File: src/rtl/rotenc_pkg.sv
`timescale 1ns / 1ps
// ----------------------------------------------------------------------------
// Rotary encoder event queue package
// Shared widths, operation and register codes, controller states and the
// command bundle between controller and datapath.
// ----------------------------------------------------------------------------
package rotenc_pkg;

    localparam int NUM_CHANNELS_DEF = 8;
    localparam int QUEUE_DEPTH_DEF  = 16;

    // The channel field and the masks reach eight channels at most.
    localparam int MAX_CHANNELS = 8;

    localparam int FUNC_W     = 2;
    localparam int CH_W       = 3;
    localparam int CODE_W     = 2;
    localparam int LOCKOUT_W  = 16;
    localparam int MASK_W     = 8;
    localparam int TIME_W     = 32;
    localparam int CFG_IDX_W  = 2;
    localparam int CFG_DATA_W = 16;

    localparam logic [LOCKOUT_W-1:0] LOCKOUT_RESET = 16'd10;

    localparam logic [FUNC_W-1:0] FUNC_TICK = 2'd0;
    localparam logic [FUNC_W-1:0] FUNC_EDGE = 2'd1;
    localparam logic [FUNC_W-1:0] FUNC_POP  = 2'd2;

    localparam logic [CODE_W-1:0] EVT_NONE    = 2'd0;
    localparam logic [CODE_W-1:0] EVT_LEFT    = 2'd1;
    localparam logic [CODE_W-1:0] EVT_RIGHT   = 2'd2;
    localparam logic [CODE_W-1:0] EVT_INVALID = 2'd3;

    localparam logic [CFG_IDX_W-1:0] REG_LOCKOUT    = 2'd0;
    localparam logic [CFG_IDX_W-1:0] REG_REGISTERED = 2'd1;
    localparam logic [CFG_IDX_W-1:0] REG_ENABLE     = 2'd2;

    typedef enum logic [1:0] {
        ST_IDLE,
        ST_EVAL,
        ST_COMMIT
    } state_t;

    typedef struct packed {
        logic capture;
        logic evaluate;
        logic commit;
    } dp_cmd_t;

endpackage

File: src/rtl/rotary_encoder_event_queue.sv
`timescale 1ns / 1ps
// ----------------------------------------------------------------------------
// Rotary encoder event queue
// Per-channel direction decoding with edge lockout and one ring queue of
// events per channel.
// ----------------------------------------------------------------------------
// Each transaction (tick, falling B edge or pop) goes through a capture step,
// an evaluate step that compares the elapsed time against the lockout and
// reads the queue memory, whose read data is registered, and a commit step
// that updates pointers, stamps and the result register. The next transaction
// is accepted in the cycle after the commit, even while the previous result
// still waits to be taken; a commit waits only while the result register is
// still occupied. A queue holds at most QUEUE_DEPTH-1 events. No clearing pass
// is needed after reset: read data is only used from slots already written.
// ----------------------------------------------------------------------------
module rotary_encoder_event_queue
    import rotenc_pkg::*;
#(
    parameter int NUM_CHANNELS = NUM_CHANNELS_DEF,
    parameter int QUEUE_DEPTH  = QUEUE_DEPTH_DEF
) (
    input  logic                  aclk,
    input  logic                  aresetn,
    input  logic                  cfg_we,
    input  logic [CFG_IDX_W-1:0]  cfg_index,
    input  logic [CFG_DATA_W-1:0] cfg_wdata,
    input  logic                  s_valid,
    output logic                  s_ready,
    input  logic [FUNC_W-1:0]     s_func,
    input  logic [CH_W-1:0]       s_channel,
    input  logic                  s_level_a,
    output logic                  m_valid,
    input  logic                  m_ready,
    output logic [CODE_W-1:0]     m_event_code,
    output logic                  m_dropped,
    output logic                  m_pending
);

    dp_cmd_t cmd;

    rotenc_ctrl u_ctrl (
        .aclk    (aclk),
        .aresetn (aresetn),
        .s_valid (s_valid),
        .s_ready (s_ready),
        .m_valid (m_valid),
        .m_ready (m_ready),
        .cmd     (cmd)
    );

    rotenc_datapath #(
        .NUM_CHANNELS (NUM_CHANNELS),
        .QUEUE_DEPTH  (QUEUE_DEPTH)
    ) u_datapath (
        .aclk         (aclk),
        .aresetn      (aresetn),
        .cmd          (cmd),
        .cfg_we       (cfg_we),
        .cfg_index    (cfg_index),
        .cfg_wdata    (cfg_wdata),
        .s_func       (s_func),
        .s_channel    (s_channel),
        .s_level_a    (s_level_a),
        .m_event_code (m_event_code),
        .m_dropped    (m_dropped),
        .m_pending    (m_pending)
    );

    // With the result register free, an accepted transaction passes evaluate and commit, then sets valid.
    a_latency: assert property (@(posedge aclk) disable iff (!aresetn)
        (s_valid && s_ready && !m_valid) |-> ##3 m_valid)
        else $error("result did not appear three cycles after acceptance");

    // A drop only happens on a full queue, which is never empty afterwards.
    a_drop_pending: assert property (@(posedge aclk) disable iff (!aresetn)
        (m_valid && m_dropped) |-> m_pending)
        else $error("dropped event reported with an empty queue");

    // Drops come from edges, event codes from pops; never both at once.
    a_drop_code: assert property (@(posedge aclk) disable iff (!aresetn)
        (m_valid && m_dropped) |-> (m_event_code == EVT_NONE))
        else $error("dropped flag set together with an event code");

endmodule

File: src/rtl/rotenc_ctrl.sv
`timescale 1ns / 1ps
// ----------------------------------------------------------------------------
// Rotary encoder event queue controller
// Sequences each transaction through capture, evaluate and commit, and owns
// the valid flag of the result register.
// ----------------------------------------------------------------------------
module rotenc_ctrl
    import rotenc_pkg::*;
(
    input  logic    aclk,
    input  logic    aresetn,
    input  logic    s_valid,
    output logic    s_ready,
    output logic    m_valid,
    input  logic    m_ready,
    output dp_cmd_t cmd
);

    state_t state_reg, state_next;
    logic   out_valid_reg, out_valid_next;

    always_ff @(posedge aclk) begin
        if (!aresetn) begin
            state_reg     <= ST_IDLE;
            out_valid_reg <= 1'b0;
        end else begin
            state_reg     <= state_next;
            out_valid_reg <= out_valid_next;
        end
    end

    always_comb begin
        state_next = state_reg;
        cmd        = '0;
        s_ready    = 1'b0;
        case (state_reg)
            ST_IDLE: begin
                // Nothing is taken while reset is held.
                s_ready = aresetn;
                if (s_valid && aresetn) begin
                    cmd.capture = 1'b1;
                    state_next  = ST_EVAL;
                end
            end
            ST_EVAL: begin
                cmd.evaluate = 1'b1;
                state_next   = ST_COMMIT;
            end
            ST_COMMIT: begin
                // The update is held back until the result register is free.
                if (!out_valid_reg || m_ready) begin
                    cmd.commit = 1'b1;
                    state_next = ST_IDLE;
                end
            end
            default: begin
                state_next = ST_IDLE;
            end
        endcase
    end

    always_comb begin
        if (cmd.commit) begin
            out_valid_next = 1'b1;
        end else if (m_ready) begin
            out_valid_next = 1'b0;
        end else begin
            out_valid_next = out_valid_reg;
        end
    end

    assign m_valid = out_valid_reg;

endmodule

File: src/rtl/rotenc_datapath.sv
`timescale 1ns / 1ps
// ----------------------------------------------------------------------------
// Rotary encoder event queue datapath
// Configuration registers, time counter, per-channel lockout stamps and queue
// pointers, the event bit memory and the result register.
// ----------------------------------------------------------------------------
module rotenc_datapath
    import rotenc_pkg::*;
#(
    parameter int NUM_CHANNELS = NUM_CHANNELS_DEF,
    parameter int QUEUE_DEPTH  = QUEUE_DEPTH_DEF
) (
    input  logic                  aclk,
    input  logic                  aresetn,
    input  dp_cmd_t               cmd,
    input  logic                  cfg_we,
    input  logic [CFG_IDX_W-1:0]  cfg_index,
    input  logic [CFG_DATA_W-1:0] cfg_wdata,
    input  logic [FUNC_W-1:0]     s_func,
    input  logic [CH_W-1:0]       s_channel,
    input  logic                  s_level_a,
    output logic [CODE_W-1:0]     m_event_code,
    output logic                  m_dropped,
    output logic                  m_pending
);

    // Only channels the channel field can name get storage.
    localparam int NUM_STORED = (NUM_CHANNELS < MAX_CHANNELS) ? NUM_CHANNELS : MAX_CHANNELS;
    localparam int CH_IDX_W   = (NUM_STORED > 1) ? $clog2(NUM_STORED) : 1;
    localparam int PTR_W      = $clog2(QUEUE_DEPTH);
    localparam int MEM_DEPTH  = NUM_STORED * QUEUE_DEPTH;
    localparam int ADDR_W     = $clog2(MEM_DEPTH);

    function automatic logic [PTR_W-1:0] next_ptr(input logic [PTR_W-1:0] p);
        if (p == PTR_W'(QUEUE_DEPTH - 1)) begin
            return '0;
        end
        return p + PTR_W'(1);
    endfunction

    // Configuration registers
    logic [LOCKOUT_W-1:0] lockout_reg;
    logic [MASK_W-1:0]    registered_reg;
    logic [MASK_W-1:0]    enable_reg;

    // Captured transaction
    logic [FUNC_W-1:0] func_reg;
    logic [CH_W-1:0]   ch_reg;
    logic              level_a_reg;

    // Channel state
    logic [TIME_W-1:0] time_reg;
    logic [TIME_W-1:0] start_reg [NUM_STORED];
    logic [PTR_W-1:0]  rd_ptr_reg [NUM_STORED];
    logic [PTR_W-1:0]  wr_ptr_reg [NUM_STORED];
    logic              event_mem [MEM_DEPTH];

    logic edge_ok_reg, edge_ok_next;
    logic mem_rdata_reg;

    logic [CODE_W-1:0] code_reg, code_next;
    logic              dropped_reg, dropped_next;
    logic              pending_reg, pending_next;

    logic [CH_IDX_W-1:0] ch_idx;
    logic                ch_valid;
    logic                ch_exists;
    logic [TIME_W-1:0]   sel_start;
    logic [PTR_W-1:0]    sel_rd, sel_wr;
    logic [PTR_W-1:0]    rd_ptr_next, wr_ptr_next;
    logic                q_empty, q_full;
    logic [TIME_W-1:0]   elapsed;
    logic [ADDR_W-1:0]   base_addr, rd_addr, wr_addr;
    logic                mem_we;
    logic                start_we;
    logic [TIME_W-1:0]   time_next;

    always_ff @(posedge aclk) begin
        if (!aresetn) begin
            lockout_reg    <= LOCKOUT_RESET;
            registered_reg <= '0;
            enable_reg     <= '0;
        end else if (cfg_we) begin
            case (cfg_index)
                REG_LOCKOUT:    lockout_reg    <= cfg_wdata;
                REG_REGISTERED: registered_reg <= cfg_wdata[MASK_W-1:0];
                REG_ENABLE:     enable_reg     <= cfg_wdata[MASK_W-1:0];
                default: begin
                end
            endcase
        end
    end

    always_ff @(posedge aclk) begin
        if (cmd.capture) begin
            func_reg    <= s_func;
            ch_reg      <= s_channel;
            level_a_reg <= s_level_a;
        end
    end

    assign ch_idx    = ch_reg[CH_IDX_W-1:0];
    assign ch_valid  = {1'b0, ch_reg} < (CH_W + 1)'(NUM_STORED);
    assign ch_exists = ch_valid && registered_reg[ch_reg];
    assign sel_start = ch_valid ? start_reg[ch_idx]  : '0;
    assign sel_rd    = ch_valid ? rd_ptr_reg[ch_idx] : '0;
    assign sel_wr    = ch_valid ? wr_ptr_reg[ch_idx] : '0;
    assign q_empty   = (sel_rd == sel_wr);
    assign q_full    = (next_ptr(sel_wr) == sel_rd);

    // Elapsed time wraps with the counter.
    assign elapsed      = time_reg - sel_start;
    assign edge_ok_next = ch_exists && enable_reg[ch_reg] &&
                          (elapsed >= {{(TIME_W - LOCKOUT_W){1'b0}}, lockout_reg});

    assign base_addr = ADDR_W'(int'(ch_idx) * QUEUE_DEPTH);
    assign rd_addr   = base_addr + ADDR_W'(sel_rd);
    assign wr_addr   = base_addr + ADDR_W'(sel_wr);

    always_comb begin
        code_next    = EVT_NONE;
        dropped_next = 1'b0;
        rd_ptr_next  = sel_rd;
        wr_ptr_next  = sel_wr;
        mem_we       = 1'b0;
        start_we     = 1'b0;
        time_next    = time_reg;
        case (func_reg)
            FUNC_TICK: begin
                time_next = time_reg + TIME_W'(1);
            end
            FUNC_EDGE: begin
                if (edge_ok_reg) begin
                    // A full queue loses the event but the lockout restarts.
                    start_we = 1'b1;
                    if (q_full) begin
                        dropped_next = 1'b1;
                    end else begin
                        mem_we      = 1'b1;
                        wr_ptr_next = next_ptr(sel_wr);
                    end
                end
            end
            FUNC_POP: begin
                if (!ch_exists) begin
                    code_next = EVT_INVALID;
                end else if (!q_empty) begin
                    code_next   = mem_rdata_reg ? EVT_LEFT : EVT_RIGHT;
                    rd_ptr_next = next_ptr(sel_rd);
                end
            end
            default: begin
            end
        endcase
        pending_next = ch_valid && (rd_ptr_next != wr_ptr_next);
    end

    always_ff @(posedge aclk) begin
        if (cmd.evaluate) begin
            edge_ok_reg   <= edge_ok_next;
            mem_rdata_reg <= event_mem[rd_addr];
        end
        if (cmd.commit && mem_we) begin
            event_mem[wr_addr] <= level_a_reg;
        end
    end

    always_ff @(posedge aclk) begin
        if (!aresetn) begin
            time_reg <= '0;
            for (int i = 0; i < NUM_STORED; i++) begin
                start_reg[i]  <= '0;
                rd_ptr_reg[i] <= '0;
                wr_ptr_reg[i] <= '0;
            end
        end else if (cmd.commit) begin
            time_reg <= time_next;
            if (ch_valid) begin
                rd_ptr_reg[ch_idx] <= rd_ptr_next;
                wr_ptr_reg[ch_idx] <= wr_ptr_next;
                if (start_we) begin
                    start_reg[ch_idx] <= time_reg;
                end
            end
        end
    end

    always_ff @(posedge aclk) begin
        if (cmd.commit) begin
            code_reg    <= code_next;
            dropped_reg <= dropped_next;
            pending_reg <= pending_next;
        end
    end

    assign m_event_code = code_reg;
    assign m_dropped    = dropped_reg;
    assign m_pending    = pending_reg;

endmodule

File: config.mk
export PLATFORM = sky130hd
export DESIGN_NAME = rotary_encoder_event_queue
export DESIGN_NICKNAME = d
export VERILOG_FILES = /design/src/rtl/rotenc_pkg.sv /design/src/rtl/rotary_encoder_event_queue.sv /design/src/rtl/rotenc_ctrl.sv /design/src/rtl/rotenc_datapath.sv
export SDC_FILE = /design/constraint.sdc
export NUM_CORES = 1
export LEC_CHECK = 0
export BUFFER_PORTS_ARGS = -buffer_cell sky130_fd_sc_hd__buf_2
export CORE_MARGIN = 2
export CORE_UTILIZATION = 50
export DETAILED_ROUTE_END_ITERATION = 8
export HOLD_SLACK_MARGIN = 0.1
export MAX_ROUTING_LAYER = met4
export PLACE_DENSITY_LB_ADDON = 0.3
export SLEW_MARGIN = 15
export SYNTH_ARGS = -nofsm -noshare
export SYNTH_HDL_FRONTEND = slang
export SYNTH_SLANG_ARGS = --single-unit
File: constraint.sdc
create_clock -name aclk -period 17 [get_ports aclk]
set_clock_uncertainty 0.1 [all_clocks]
set_input_delay 0 -clock aclk [delete_from_list [all_inputs] [get_ports aclk]]
set_output_delay 0 -clock aclk [all_outputs]
set_load 0.01 [all_outputs]
==> results.cfg <==
[outcome]
outcome = finished clean

[sta]
rsz0062_at_grt = false
finalMaxSlewViolations = 0
fmax_mhz = 157
relSlewSlack = 0.240
tightest_slew_ps = 1140
hold-worst-slack_ps = 169
min_period_ps = 6370
post-route-period-util = 0.375
final-hold-violation-count = 0
setup_viol = 0
setup_tns_ps = 0

[synthesis]
synth_edf_count = 460
synth_area_leader_cell = edfxtp_1
syn_area_sq_um = 26100
synth.area.top_cells = edfxtp_1 53%, mux4_2 7.2%, and2_1 6.4%
syn_area_per_cell_sq_um = 12.6
synthCells = 2077
synth_ff_type = edfxtp_1
synth.top_cell.area_share = 0.529
ys_async_sr_fraction = 0
ys_seq_area_frac = 0.583
synthesis.nets = 2159
synthDistinctLibCells = 74
yosys_warnings = 0
ys_seq_elements = 530

[drt]
vias = 16700
wire_per_inst_um = 22.9
drtIter0Drc = 1417
drc = 0
routed_wl_mm = 65.3
viasPerCell = 5.85
ant_nets = 0
first_pass_iters = 5

[clock_tree]
cts_inserted_buffers = 56
cts_resized = 0
cts_tree = built
cts_root_buf = clkbuf_16
clk_path_buf_depth = 3
post-cts-setup-buffer-count = 0
clock_sinks = 530
worstSkewPairLatency_ps = 630
hold_buffers = 73
cts.clk_slew.worst_paths_ps = 70
htreeDepth = 2

[setup_path]
crit_slowest_cell = dfxtp_4
end_kind = flop
critPathLaunchType = flop
critPathMaxFanout = 46
worstSetupPathType = flop to flop
critPathArrivalTime_ps = 6610
critPathRequiredTime_ps = 17240
cp_common_cell = ha_1
max_stage_delay_ps = 950
crit_chain = buf_4 > mux4_2 > mux2i_1 > ha_1 > o21a_1 > a31o_2 > a211oi_1 > o21ai_0 > xnor2_1 > ha_1 > a21oi_1 > o22ai_1 > a2111o_1 > a31oi_1 > o2111ai_1 > nor4_1 > a41oi_1

[floorplanning]
io_pins = 35
dieWidth_um = 232
start_util = 0.508
dieHeight_um = 232
rows = 83
core-area_sq_um = 51400
die_area_sq_um = 54000

[power_and_ir_drop]
seq_power_share = 0.483
ir_drop_uv = 84.6
power.share.switching = 0.242
p_sw_w = 0.000737
total_power_w = 0.00305
leakage_nw = 10.6
p_per_area_nw_per_um2 = 103
clkPwrFrac = 0.411
internal_power_w = 0.00231
combPwrFrac = 0.107

[grt]
grt_pass1_wl_mm = 99.4
grt_max_degree = 129
track_usage = 0.252
grt_pass1_vias = 16900
grt_antenna_before_repair = 1
overflow = 0

[placement]
dp_hpwl_mm = 38.6
gp_congestion = 0.958
portBuffers = 34

[final_layout]
fin_nets = 2204
area_delta_synth_final_pct = 13.0
drive_gt1_frac = 0.136
antennaDiodeCount = 0
largest_register_ffs = 256

[hold_path]
hold_path.class = primary input to flop

[flow_run]
cap_violations = 0
per-stage QoR:
stage	setup slack (ps)	std cells	util	cell area [sq um]
6_report	10630	2849	0.574	29500
3_5_place_dp	10540	2671	0.523	26900
2_1_floorplan	11250	2077	-	26100
5_1_grt	10030	2849	0.574	29500
4_1_cts	10470	2849	0.574	29500
3_3_place_gp	10550	2671	0.523	26900
worst max-delay path, delay by kind of cell, from the launching register on:
kind / cells / cell delay [ps]
flops: 1 / 950
simple gates: 1 / 260
mux: 2 / 780
xor+xnor: 1 / 210
fa+ha+maj: 2 / 610
buf+inv: 1 / 670
compound gates: 10 / 2460
area by class of cell:
| class | count | area (sq um) |
|---|---|---|
| sequential | 530 | 15200 |
| multi-input combinational | 1363 | 10300 |
| tap | 680 | 851 |
| inverter | 36 | 135 |
| fill | 4120 | 21900 |
| timing repair buffer | 135 | 1110 |
| clock inverter | 23 | 335 |
| clock buffer | 82 | 1550 |
power groups by stage:
stage | Clock (W) | Sequential, W | Combinational, W
after floorplan | 0 | 0.00149 | 0.000233
after global placement | 0 | 0.00150 | 0.000310
after detailed placement | 0 | 0.00150 | 0.000313
after CTS | 0.00127 | 0.00147 | 0.000325
after global routing | 0.00132 | 0.00148 | 0.000353
final | 0.00125 | 0.00147 | 0.000326
layer usage:
| metal | global-route usage | part of all wire | vias to the layer above |
|---|---|---|---|
| li1 | - | - | 7628 |
| met1 | 0.321 | 0.41 | 8323 |
| met2 | 0.416 | 0.49 | 581 |
| met3 | 0.0303 | 0.060 | 145 |
| met4 | 0.0936 | 0.035 | 0 |
| met5 | - | 0 | - |
path summary, 6_finish.rpt:
check | to | depth (start not counted) | startpoint | slack [ps]
min | u_datapath.registered_reg[3]$_SDFFE_PN0P_ | 4 | cfg_wdata[3] | 170
max reg2reg | u_datapath.edge_ok_reg$_DFFE_PN_ | 17 | flop | 10630
min reg2reg | u_datapath.registered_reg[6]$_SDFFE_PN0P_ | 2 | u_datapath.registered_reg[6]$_SDFFE_PN0P_ | 420
max | u_datapath.edge_ok_reg$_DFFE_PN_ | 17 | flop | 10630
cells by family (layout without fill, tap and decap cells):
| family | count (synthesis) | after routing | synth area share |
|---|---|---|---|
| buf+inv | 184 | 276 | 0.0293 |
| simple gates | 811 | 811 | 0.160 |
| mux | 204 | 204 | 0.120 |
| fa+ha+maj | 53 | 53 | 0.0257 |
| compound gates | 234 | 234 | 0.0602 |
| flops | 530 | 530 | 0.583 |
| xor+xnor | 61 | 61 | 0.0210 |
cell usage after synthesis, types with 26 or more instances:
| cell | number |
|---|---|
| clkbuf_1 | 116 |
| ha_1 | 52 |
| nor2_1 | 236 |
| o21ai_0 | 47 |
| a21oi_1 | 44 |
| dfxtp_1 | 70 |
| mux2i_1 | 95 |
| mux4_2 | 83 |
| nor2b_1 | 41 |
| inv_1 | 33 |
| and2_1 | 268 |
| a211oi_1 | 26 |
| nand2_1 | 131 |
| edfxtp_1 | 460 |
| nor3_1 | 31 |
| xnor2_1 | 50 |
cell usage in the layout, fill, tap and decap left out, types with 9 or more instances in the layout:
cell type,netlist,layout
xor2_1,10,10
mux4_2,83,83
dfxtp_1,70,67
buf_4,2,28
nor2_1,236,228
nand3_1,21,21
a31oi_1,9,9
nor2b_1,41,41
inv_1,33,33
nand4_1,18,18
o21a_1,10,10
a21o_1,22,22
o21ai_0,47,39
nor3_1,31,31
ha_1,52,52
mux2_2,21,21
xnor2_1,50,50
and3_1,11,11
a21boi_0,22,22
nand2_1,131,131
clkbuf_16,0,56
and2_1,268,268
edfxtp_1,460,460
buf_2,11,34
mux2i_1,95,94
a21oi_1,44,44
clkbuf_1,116,21
dlygate4sd3_1,0,73
a211oi_1,26,26
No activity file was read; power rests on OpenSTA's default activity.
